## src/hdl/grbf_pkg.sv

```systemverilog
package grbf_pkg;

   localparam int CSR_IDX_W     = 3;
   localparam int CSR_DATA_W    = 32;
   localparam int QDEPTH        = 2;
   localparam int EXP_LIMIT_INT = 12;

   localparam logic [CSR_IDX_W-1:0] CSR_MU_MIN       = 3'd0;
   localparam logic [CSR_IDX_W-1:0] CSR_MU_STEP      = 3'd1;
   localparam logic [CSR_IDX_W-1:0] CSR_GAUSS_COEFF  = 3'd2;
   localparam logic [CSR_IDX_W-1:0] CSR_DERIV_COEFF  = 3'd3;
   localparam logic [CSR_IDX_W-1:0] CSR_CENTERS_USED = 3'd4;

   localparam logic FUNC_WRITE = 1'b0;
   localparam logic FUNC_EVAL  = 1'b1;

   localparam logic [1:0] KIND_WRITE = 2'd0;
   localparam logic [1:0] KIND_EVAL  = 2'd1;
   localparam logic [1:0] KIND_ZERO  = 2'd2;

   typedef struct packed {
      logic               func;
      logic [5:0]         channel;
      logic [4:0]         center_index;
      logic signed [31:0] weight_value;
      logic signed [31:0] sample_value;
   } req_type;

   typedef struct packed {
      logic signed [31:0] phi_value;
      logic signed [31:0] slope_value;
      logic               saturated;
   } rsp_type;

   typedef struct packed {
      logic [1:0]         kind;
      logic [5:0]         channel;
      logic [4:0]         center;
      logic signed [31:0] data;
   } cmd_type;

   typedef struct packed {
      logic signed [31:0] mu_min;
      logic [30:0]        mu_step;
      logic [30:0]        gauss_coeff;
      logic [30:0]        deriv_coeff;
      logic [5:0]         centers_used;
   } cfg_type;

   // exp(-k), Q.24
   function automatic logic [24:0] exp_int_tab(input logic [3:0] k);
      logic [24:0] v;
      unique case (k)
         4'd0:    v = 25'd16777216;
         4'd1:    v = 25'd6171993;
         4'd2:    v = 25'd2270549;
         4'd3:    v = 25'd835288;
         4'd4:    v = 25'd307285;
         4'd5:    v = 25'd113044;
         4'd6:    v = 25'd41587;
         4'd7:    v = 25'd15299;
         4'd8:    v = 25'd5628;
         4'd9:    v = 25'd2070;
         4'd10:   v = 25'd762;
         4'd11:   v = 25'd280;
         default: v = 25'd0;
      endcase
      return v;
   endfunction

   // exp(-i/16), Q.24
   function automatic logic [24:0] exp_frac_tab(input logic [4:0] i);
      logic [24:0] v;
      unique case (i)
         5'd0:    v = 25'd16777216;
         5'd1:    v = 25'd15760736;
         5'd2:    v = 25'd14805841;
         5'd3:    v = 25'd13908801;
         5'd4:    v = 25'd13066109;
         5'd5:    v = 25'd12274474;
         5'd6:    v = 25'd11530801;
         5'd7:    v = 25'd10832185;
         5'd8:    v = 25'd10175896;
         5'd9:    v = 25'd9559369;
         5'd10:   v = 25'd8980197;
         5'd11:   v = 25'd8436118;
         5'd12:   v = 25'd7924996;
         5'd13:   v = 25'd7444845;
         5'd14:   v = 25'd6993784;
         5'd15:   v = 25'd6570052;
         5'd16:   v = 25'd6171993;
         default: v = 25'd0;
      endcase
      return v;
   endfunction

endpackage

```

## src/hdl/grbf_front.sv

```systemverilog
module grbf_front import grbf_pkg::*; #(
   parameter int CHANNELS    = 64,
   parameter int NUM_CENTERS = 32
) (
   input  logic    req_push,
   input  req_type req_data,
   output logic    req_full,
   input  logic    q_full,
   output logic    q_push,
   output cmd_type q_cmd
);

   logic ch_ok;
   logic ci_ok;
   logic keep;

   assign ch_ok = int'(req_data.channel) < CHANNELS;
   assign ci_ok = int'(req_data.center_index) < NUM_CENTERS;

   // drop weight writes that fall outside the table
   assign keep = (req_data.func == FUNC_EVAL) || (ch_ok && ci_ok);

   assign req_full = q_full;
   assign q_push   = req_push && !q_full && keep;

   always_comb begin
      q_cmd.channel = req_data.channel;
      q_cmd.center  = req_data.center_index;
      if (req_data.func == FUNC_EVAL) begin
         q_cmd.kind = ch_ok ? KIND_EVAL : KIND_ZERO;
         q_cmd.data = req_data.sample_value;
      end else begin
         q_cmd.kind = KIND_WRITE;
         q_cmd.data = req_data.weight_value;
      end
   end

endmodule

```

## config.mk

```make
export PLATFORM = sky130hd
export DESIGN_NAME = grbf_front
export DESIGN_NICKNAME = d
export VERILOG_FILES = /design/src/hdl/grbf_pkg.sv /design/src/hdl/grbf_front.sv
export SDC_FILE = /design/constraint.sdc
export NUM_CORES = 1
export LEC_CHECK = 0
export ABC_CLOCK_PERIOD_IN_PS = 1100
export BUFFER_PORTS_ARGS = -buffer_cell sky130_fd_sc_hd__buf_4
export CAP_MARGIN = 15
export CORE_ASPECT_RATIO = 0.7
export CORE_UTILIZATION = 23
export DETAILED_ROUTE_END_ITERATION = 8
export GPL_TIMING_DRIVEN = 0
export PLACE_DENSITY = 0.8
export SLEW_MARGIN = 40
export SYNTH_ARGS = -nofsm -noshare
export SYNTH_HDL_FRONTEND = slang
export SYNTH_SLANG_ARGS = --single-unit
```

## constraint.sdc

```tcl
create_clock -name vclk -period 1.1
set_clock_uncertainty 0.1 [all_clocks]
set_input_delay 0.11 -clock vclk [all_inputs]
set_output_delay 0.11 -clock vclk [all_outputs]
set_load 0.1 [all_outputs]
```

# == Word level (Yosys, flattened, before mapping) ==
# Index checks and enable logic that the tools add are counted.
# W data, S select, Z words.
# totals
reg_bits,0
elab_cells,4
out_inout_bits,47
# op_classes
n_mux,2
reduce_logical,2
# op_table
op,n
$mux W32,1
$logic_and A1 B1 Y1,1
$logic_not A1 Y1,1
$mux W1,1

# == Longest topological paths before layout ==
# logic_depth
word_depth,2
depth_mapped,3
ltp_nobuf,1

# == Worst setup path before layout ==
# OpenSTA, ideal clock, no wires.
# synth_path
path_type,input-to-output
start,input q_full
end,output q_push
t_required_ns,0.890
path_slack_ns,-0.555
t_arrival_ns,1.445
cell_stages,1
cell_sequence,nor2b_1
# synth_between
elab_chain_cells,2
# synth_rtl
element,line,source
start: declaration,grbf_front.sv:8,"input logic q_full,"
$logic_not A1 Y1,grbf_front.sv:24,assign q_push = req_push && !q_full && keep;
$logic_and A1 B1 Y1,grbf_front.sv:24,
end: declaration,grbf_front.sv:9,"output logic q_push,"
# Every way passes these cells.

==> run_results.csv <==
group,metric,value,unit
sta,finalCritPeriodShare,97.6,%
sta,setup_tns,0,ns
cells_and_area,diodes,0,
synthesis,ys_seq_area_share,0,%
cells_and_area,fillers,197,
route,dr.pass1.iters,2,
synthesis,synth_fp_nets,130,
worst_setup_path,arrival,0.86,ns
route,num_vias,805,
power,power.leakage,0.960,nW
placed_design,port_buffers,112,
sta,max_freq,931,MHz
sta,min_period,1.07,ns
cells_and_area,seq_cell_count,0,
die,start_util,25.5,%
synthesis,synthDistinctLibCells,7,
cells_and_area,regArea,0,um^2
synthesis,syn_area_per_cell,12.7,um^2
run_status,outcome,"completed",
global_routing,grt_pass1_vias,766,
placed_design,place.gp.congestion,0.673,
power,power_density,955,nW/um^2
worst_setup_path,cpMaxStageDelayCell,"mux2_4",
route,avgRoutedWirePerCell,12.1,um
min_path,min_path_cells,2,
global_routing,grt_antenna_before_repair,0,
global_routing,grt_pass1_wl,3190,um
global_routing,grt_use_total,12.7,%
route,vias_per_cell,4.07,
worst_setup_path,startpoint_type,"input pin",
synthesis,yosys_warnings,0,
die,die_h,46.8,um
cells_and_area,drive_gt1_share,99.4,%
worst_setup_path,required,0.89,ns
power,peakVddDrop,0.575,mV
cells_and_area,fin_area,1710,um^2
worst_setup_path,cp_common_cell,"buf_8",
worst_setup_path,critPathMaxFanout,10,
cells_and_area,finalNetCount,244,
route,first_iter_violations,3,
worst_setup_path,cp_cell_sequence,"buf_8 -> buf_12 -> mux2_4 -> buf_8",
die,design.die.area,3090,um^2
route,antenna_left,0,
min_path,min_from,"req_data[75]",
cells_and_area,final_cell_mix,"buf_4 (96), mux2_4 (30), buf_6 (20)",
job,cap_viol_max_count,0,
cells_and_area,syn_to_final_growth,159,%
sta,setup_viol,0,
worst_setup_path,cp-end-kind,"output pin",
min_path,min_to,"q_cmd[43]",
die,ios,125,
global_routing,grt_max_degree,11,
synthesis,syn_area,659,um^2
global_routing,gr-total-overflow,0,
sta,maxSlewViolCount,0,
sta,hold_viol,0,
route,routed_wl,2390,um
route,drc,0,
cells_and_area,final_common_cell,"buf_4",
die,row_count,15,
min_path,min_path_type,"input pin to output pin",
sta,rsz0062_at_grt,"false",
die,coreArea,2590,um^2
die,dieWidth,66.0,um
worst_setup_path,slowest_delay,0.31,ns
worst_setup_path,criticalPathCategory,"input pin to output pin",
cells_and_area,nClkBuffers,0,
synthesis,synth_cells,52,
placed_design,dpl_cell_area,1550,um^2
## how the worst max path moves through the flow
stage | from | to | slack, ns | cells past startpoint
floorplan | req_data[75] | q_cmd[0] | 0.09 | 3
global placement | req_data[75] | q_cmd[20] | -0.03 | 4
detailed placement | req_data[75] | q_cmd[5] | -0.03 | 4
CTS | req_data[75] | q_cmd[5] | 0.007 | 4
global route | req_data[75] | q_cmd[5] | 0.01 | 4
finish | req_data[75] | q_cmd[18] | 0.03 | 4
## power by group
group | switching [mW] | total (mW) | internal, mW
clock | 0 | 0 | 0
sequential | 0 | 0 | 0
combinational | 1.06 | 1.63 | 0.570
## worst max-delay path: cells and delay by family
family	cells	cell delay, ns
multiplexers	1	0.31
buffers and inverters	3	0.44
## stage by stage
stage	std cells	power [mW]	hold slack (ns)	worst slack, ns	util (%)
2_1_floorplan	52	1.17	0.221	0.0857	-
3_3_place_gp	198	1.52	0.447	-0.0261	59.9
3_5_place_dp	198	1.53	0.447	-0.0347	59.9
4_1_cts	198	1.61	0.447	0.00714	64.2
5_1_grt	198	1.67	0.450	0.0118	66.0
6_report	198	1.63	0.447	0.0260	66.0
## repair_timing
item                                    CTS  global route
gates resized for setup                  30            12
cloned                                    0             0
endpoints found under the setup margin   30            10
hold buffers                              0             0
setup buffers                             0             0
## metal layers
layer	vias up	part of all wire, %	routed length (um)	GRT usage (%)
li1	392	-	-	-
met1	362	31	745	14.5
met2	51	59	1420	27.6
met3	0	9.4	224	1.21
met4	0	0	0	0
met5	-	0	0	0
## cells by family (layout without fill, tap and decap cells)
group	after synthesis	count (layout)	synth area share, %
and+or+nand+nor	1	1	0.949
buffers and inverters	18	130	26.8
muxes	32	32	71.7
other	1	1	0.569
## synthesized netlist by cell type
library cell / instances / area share [%]
buf_6: 1 / 1.7
buf_4: 14 / 16
nor2b_1: 1 / 0.95
conb_1: 1 / 0.57
buf_12: 3 / 9.1
mux2_2: 2 / 3.4
mux2_4: 30 / 68
## cell type report
cell class	count	area (um^2)	share of cell area (%)
multi-input cells	34	490	28.7
well taps	34	42.5	2.49
repair buffers	112	996	58.3
plain buffers	18	180	10.5
Note: power is estimated with default switching activity, not from simulation.
