## src/hdl/grbf_pkg.sv

```systemverilog
package grbf_pkg;

   localparam int CSR_IDX_W     = 3;
   localparam int CSR_DATA_W    = 32;
   localparam int QDEPTH        = 2;
   localparam int EXP_LIMIT_INT = 12;

   localparam logic [CSR_IDX_W-1:0] CSR_MU_MIN       = 3'd0;
   localparam logic [CSR_IDX_W-1:0] CSR_MU_STEP      = 3'd1;
   localparam logic [CSR_IDX_W-1:0] CSR_GAUSS_COEFF  = 3'd2;
   localparam logic [CSR_IDX_W-1:0] CSR_DERIV_COEFF  = 3'd3;
   localparam logic [CSR_IDX_W-1:0] CSR_CENTERS_USED = 3'd4;

   localparam logic FUNC_WRITE = 1'b0;
   localparam logic FUNC_EVAL  = 1'b1;

   localparam logic [1:0] KIND_WRITE = 2'd0;
   localparam logic [1:0] KIND_EVAL  = 2'd1;
   localparam logic [1:0] KIND_ZERO  = 2'd2;

   typedef struct packed {
      logic               func;
      logic [5:0]         channel;
      logic [4:0]         center_index;
      logic signed [31:0] weight_value;
      logic signed [31:0] sample_value;
   } req_type;

   typedef struct packed {
      logic signed [31:0] phi_value;
      logic signed [31:0] slope_value;
      logic               saturated;
   } rsp_type;

   typedef struct packed {
      logic [1:0]         kind;
      logic [5:0]         channel;
      logic [4:0]         center;
      logic signed [31:0] data;
   } cmd_type;

   typedef struct packed {
      logic signed [31:0] mu_min;
      logic [30:0]        mu_step;
      logic [30:0]        gauss_coeff;
      logic [30:0]        deriv_coeff;
      logic [5:0]         centers_used;
   } cfg_type;

   // exp(-k), Q.24
   function automatic logic [24:0] exp_int_tab(input logic [3:0] k);
      logic [24:0] v;
      unique case (k)
         4'd0:    v = 25'd16777216;
         4'd1:    v = 25'd6171993;
         4'd2:    v = 25'd2270549;
         4'd3:    v = 25'd835288;
         4'd4:    v = 25'd307285;
         4'd5:    v = 25'd113044;
         4'd6:    v = 25'd41587;
         4'd7:    v = 25'd15299;
         4'd8:    v = 25'd5628;
         4'd9:    v = 25'd2070;
         4'd10:   v = 25'd762;
         4'd11:   v = 25'd280;
         default: v = 25'd0;
      endcase
      return v;
   endfunction

   // exp(-i/16), Q.24
   function automatic logic [24:0] exp_frac_tab(input logic [4:0] i);
      logic [24:0] v;
      unique case (i)
         5'd0:    v = 25'd16777216;
         5'd1:    v = 25'd15760736;
         5'd2:    v = 25'd14805841;
         5'd3:    v = 25'd13908801;
         5'd4:    v = 25'd13066109;
         5'd5:    v = 25'd12274474;
         5'd6:    v = 25'd11530801;
         5'd7:    v = 25'd10832185;
         5'd8:    v = 25'd10175896;
         5'd9:    v = 25'd9559369;
         5'd10:   v = 25'd8980197;
         5'd11:   v = 25'd8436118;
         5'd12:   v = 25'd7924996;
         5'd13:   v = 25'd7444845;
         5'd14:   v = 25'd6993784;
         5'd15:   v = 25'd6570052;
         5'd16:   v = 25'd6171993;
         default: v = 25'd0;
      endcase
      return v;
   endfunction

endpackage

```

## src/hdl/grbf_queue.sv

```systemverilog
module grbf_queue import grbf_pkg::*; (
   input  logic    clock,
   input  logic    reset,
   input  logic    push,
   input  cmd_type push_data,
   output logic    full,
   input  logic    pop,
   output logic    empty,
   output cmd_type pop_data
);

   localparam int QAW = (QDEPTH > 1) ? $clog2(QDEPTH) : 1;
   localparam int QCW = $clog2(QDEPTH + 1);

   cmd_type          slot_ff [QDEPTH];
   logic [QAW-1:0]   wptr_ff, wptr_in;
   logic [QAW-1:0]   rptr_ff, rptr_in;
   logic [QCW-1:0]   count_ff, count_in;
   logic             do_push, do_pop;

   assign full     = count_ff == QCW'(QDEPTH);
   assign empty    = count_ff == '0;
   assign pop_data = slot_ff[rptr_ff];
   assign do_push  = push && !full;
   assign do_pop   = pop && !empty;

   always_comb begin
      wptr_in  = wptr_ff;
      rptr_in  = rptr_ff;
      count_in = count_ff;
      if (do_push) begin
         wptr_in = (wptr_ff == QAW'(QDEPTH - 1)) ? '0 : wptr_ff + 1'b1;
      end
      if (do_pop) begin
         rptr_in = (rptr_ff == QAW'(QDEPTH - 1)) ? '0 : rptr_ff + 1'b1;
      end
      if (do_push && !do_pop) begin
         count_in = count_ff + 1'b1;
      end else if (do_pop && !do_push) begin
         count_in = count_ff - 1'b1;
      end
   end

   always_ff @(posedge clock) begin
      if (reset) begin
         wptr_ff  <= '0;
         rptr_ff  <= '0;
         count_ff <= '0;
      end else begin
         wptr_ff  <= wptr_in;
         rptr_ff  <= rptr_in;
         count_ff <= count_in;
      end
   end

   always_ff @(posedge clock) begin
      if (do_push) begin
         slot_ff[wptr_ff] <= push_data;
      end
   end

endmodule

```

## config.mk

```make
export PLATFORM = sky130hd
export DESIGN_NAME = grbf_queue
export DESIGN_NICKNAME = d
export VERILOG_FILES = /design/src/hdl/grbf_pkg.sv /design/src/hdl/grbf_queue.sv
export SDC_FILE = /design/constraint.sdc
export NUM_CORES = 1
export LEC_CHECK = 0
export ABC_AREA = 1
export BUFFER_PORTS_ARGS = -buffer_cell sky130_fd_sc_hd__buf_2
export CORE_MARGIN = 3
export CORE_UTILIZATION = 35
export CTS_BUF_LIST = sky130_fd_sc_hd__clkbuf_4
export DETAILED_ROUTE_END_ITERATION = 12
export GPL_TIMING_DRIVEN = 0
export HOLD_SLACK_MARGIN = 0.08
export RECOVER_POWER = 50
export SLEW_MARGIN = 20
export SYNTH_ARGS = -nofsm -noshare
export SYNTH_HDL_FRONTEND = slang
export SYNTH_SLANG_ARGS = --single-unit
```

## constraint.sdc

```tcl
create_clock -name clock -period 8.6 [get_ports clock]
set_input_delay 2.58 -clock clock [delete_from_list [all_inputs] [get_ports clock]]
set_output_delay 2.58 -clock clock [all_outputs]
set_load 0.02 [all_outputs]
```

---- Yosys cells after proc, flatten, opt, wreduce, memory -nomap -nowiden ----
Memory sizes are Yosys's and may differ from the RTL's. A register that Yosys moved wholly into a read port is not among the register bits.
Cells that the tools add are included.
operators by class
  equal/unequal tests ..................... 1
  reduce and logical (&&, ||, !) cells .... 10
  add/sub/neg operators ................... 4
  muxes and demuxes ....................... 8
operators with widths
  cell                   count
  $mux W1                6
  $logic_and A1 B1 Y1    4
  $logic_not A1 Y1       4
  $mux W2                2
  $add A1 B1 Y1 const B  2
  $add A2 B1 Y2 const B  1
  $eq A2 B2 Y1 const B   1
  $logic_not A2 Y1       1
  $reduce_bool A2 Y1     1
  $sub A2 B1 Y2 const B  1
word-level totals
  logic and storage cells ................. 27
  memories ................................ 1
  bits in registers ....................... 4
  output and inout bits ................... 47
  memory bits (writable) .................. 90
  input port bits ......................... 49
memory list
  memory   depth  width  rd ports  clocked after memory_dff  write ports  line              RTL
  slot_ff  2      45     1         1                         1            grbf_queue.sv:15  cmd_type slot_ff [QDEPTH];

---- Depth between registers and ports, before layout ----
  depth after elaboration ................. 7
  mapped depth ............................ 10
  gate-level depth less buffers ........... 10

---- Least setup slack after synthesis ----
Ideal clock, no wire load.
  kind .................................... input to register
  from .................................... input push
  to ...................................... memory slot_ff[0][0] (netlist name) (enable)
  setup slack ............................. 3.612 ns
  data required time ...................... 8.153 ns
  setup time .............................. 0.447 ns
  buffers on the path ..................... 0
  stages on the path ...................... 2
  arrival time ............................ 4.541 ns
  cells stage by stage .................... o21ai_2 nor2_1
between the ends
  word-level cells in the longest chain between the ends .. 3
ends and longest elaborated chain
  element                        line              RTL
  start, declared                grbf_queue.sv:4   input logic push,
  $logic_and A1 B1 Y1            grbf_queue.sv:24  assign do_push = push && !full;
  $mux W1                        grbf_queue.sv:57  if (do_push) begin
  $mux W1 (not written as such)  grbf_queue.sv:58  slot_ff[wptr_ff] <= push_data;
  end, declared                  grbf_queue.sv:15
No other way between the ends.

---- Final worst setup path ----
  from .................................... input push
  to ...................................... memory slot_ff[1][10] (netlist name) (enable)
The elaborated chain is that of the path after synthesis.

==> metrics <==
routed wirelength normalized by instance count=14.6 µm; arithmetic-cell share of the synthesized area counting full adders, half adders and majority gates=0.338%; final count of pins violating max slew=0; H-tree levels=3; Die Wd=109 µm; gr usage total=10.9%; startpoint type of the worst setup path=input pin; Avg Vias per Cell=4.43; leading cell types by count after synthesis=edfxtp_1 (90), mux2_4 (40), nor2_1 (9), inv_1 (8); clock tree from TritonCTS=yes; number of core rows=36; worst skew pair latency=440 ps; total length of routed wires=6210 µm; number of setup violations in the final report=0; Die Span Y=109 µm; status=completed; Critical Setup Path Class=input pin to flip-flop; first-pass GRT wire length=9540 µm; worst r2r src=count_ff[0]$_SDFFE_PP0P_; number of antenna violations at the first check in global routing=0; required time reported for the critical path endpoint=8650 ps; area of the mapped netlist=3700 µm²; starting utilization of the core area=36.8%; via count of the first global-routing pass=1,954; element type at the critical path end=flip-flop; worst rel slew slack=8.20%; CP Data Arrival Time=4320 ps; number of enable flip-flop cells after synthesis=90; maximum number of pins on one net before global-route repair=26; Yosys warning count=0; clock transition at the registers of the reported paths=140 ps; final critical-path share of the clock period=49.7%; total negative slack for setup checks=0 ps; min-delay src=count_ff[0]$_SDFFE_PP0P_; final critical delay including setup and external delays=4270 ps; clk sink count=95; Pleak=1.71 nW; post-synthesis share of cell area spent on and, or, nand and nor gates=1.79%; CTS buffer count=9; maximum root-to-sink buffer count=2; beginning of the critical path=push; count of pins on the block boundary=96; final core utilization=44.5%; Post-CTS Setup Bufs=0; unrepaired setup endpoints after global routing=no; most frequent cell after synthesis=edfxtp_1; mux share of post-synthesis cell area=17.7%; Tightest Pin Transition=1380 ps; CTS resizes=0; # nets final=336; worst vdd rail ir drop=126 µV; combinational family with the most area after synthesis=multiplexers; iteration count of the initial detailed-routing pass=4; count of routing violations after the opening detailed-route iteration=47; fraction of registers with async set or reset after synthesis=0%; count of input and output buffers=95; xor and xnor area share after synthesis=0%; syn_area_per_cell=20.9 µm²; via count=1,877; cell type with the largest total area after synthesis=edfxtp_1; post-synth net total=227; leading register cell type out of synthesis=edfxtp_1; Layout Area Growth over Synthesis=20.8%; antenna violation net count after detailed routing=0; area of the core region=10,000 µm²; highest clock rate=234 MHz; weighted congestion at the end of routability-driven global placement=0.677; count of distinct cell types in the synthesized netlist=17; fraction of final layout cells sized beyond drive strength 1=48.5%; compound-cell area share of the yosys netlist=1.01%; Min-Delay Path Class=flip-flop to flip-flop; total of hold buffers inserted after clock tree synthesis=0; register bit total from synthesis=95; DRC violation count after routing=0; number of max-cap violations=0; largest fanout on the critical path=23; Clk Tree Root Cell=clkbuf_4; Worst Skew=20.5 ps; HPWL after DPL=4300 µm; share of synthesized area occupied by flip-flops and latches=75.7%; Die Outline Area=11,800 µm²; number of antenna cells inserted=0; number of hold-slack violations in the final timing report=0; largest cells by area after synthesis=edfxtp_1 (73%), mux2_4 (16%), dfxtp_1 (2.7%), buf_12 (2.2%), mux2_2 (1.5%); number of cells produced by synthesis=177; area share of the largest cell type after synthesis=73.0%; Congestion Overflow GR=0; power density cells=276 nW/µm²
[cell families (layout without fill, tap and decap cells)]
group / count (synthesis) / count (layout)
adders and majority gates: 1 / 1
and+or+nand+nor: 16 / 16
muxes: 45 / 45
AOI/OAI and AO/OA: 6 / 6
buffers and inverters: 14 / 128
DFF: 95 / 95
[final timing paths]
kind / slack (ps) / to / cells past startpoint
worst max-delay path: 4330 / slot_ff[1][10]$_DFFE_PP_ / 4
worst min-delay path: 560 / count_ff[0]$_SDFFE_PP0P_ / 2
worst max register to register: 6050 / slot_ff[1][10]$_DFFE_PP_ / 3
worst min register to register: 560 / count_ff[0]$_SDFFE_PP0P_ / 2
[routing by layer]
| layer | up-vias | GRT usage [%] | routed length [µm] |
|---|---|---|---|
| met5 | - | 0 | 0 |
| met4 | 0 | 3.79 | 60 |
| li1 | 893 | - | - |
| met2 | 65 | 17.6 | 3010 |
| met1 | 911 | 13.4 | 2710 |
| met3 | 8 | 4.26 | 420 |
[critical path, cell delays in order]
cell	delay (ps)
buf_2	80
o21ai_0	200
nor2_1	400
clkbuf_1	1050
[cell type report]
cell class | count | area (µm²)
Clock inverter | 7 | 62.6
Tap cell | 133 | 166
Clock buffer | 9 | 67.6
Fill cell | 892 | 5570
Sequential cell | 95 | 2800
Inverter | 9 | 33.8
Multi-Input combinational cell | 68 | 773
Buffer | 5 | 91.3
Timing Repair Buffer | 98 | 474
[cell usage in the layout (no fill, tap or decap), drive strengths merged]
cell type  netlist  layout
edfxtp          90      90
inv              9      13
nand2            4       4
and2             1       1
ha               1       1
dfxtp            5       5
o21ai            5       5
nor2             9       9
a21oi            1       1
mux2            45      45
clkbuf           0      34
nand3            1       1
nand4            1       1
buf              5      78
clkinv           0       3
[power by group]
part	internal, mW	total [mW]	switching [mW]	leakage [nW]
logic	0.182	0.405	0.223	0.755
registers	0.584	0.604	0.0191	0.881
clock network	0.0663	0.225	0.159	0.0747
[metrics by stage]
| step | instances | setup slack (ps) | hold WS [ps] | power (mW) | cell area (µm²) |
|---|---|---|---|---|---|
| floorplan | 177 | 3610 | 475 | 0.914 | 3700 |
| global placement | 405 | 2280 | 490 | 1.02 | 4340 |
| detailed placement | 408 | 4630 | 548 | 1.04 | 4430 |
| CTS | 424 | 4350 | 572 | 1.27 | 4560 |
| global route | 424 | 4170 | 578 | 1.30 | 4470 |
| finish | 424 | 4330 | 557 | 1.23 | 4470 |
[registers in the layout (all words and copies together), names as in the netlist, named ones only]
signal,cells
wptr_ff,1
slot_ff,90
rptr_ff,1
count_ff,2
Note: power is estimated with default switching activity, not from simulation.
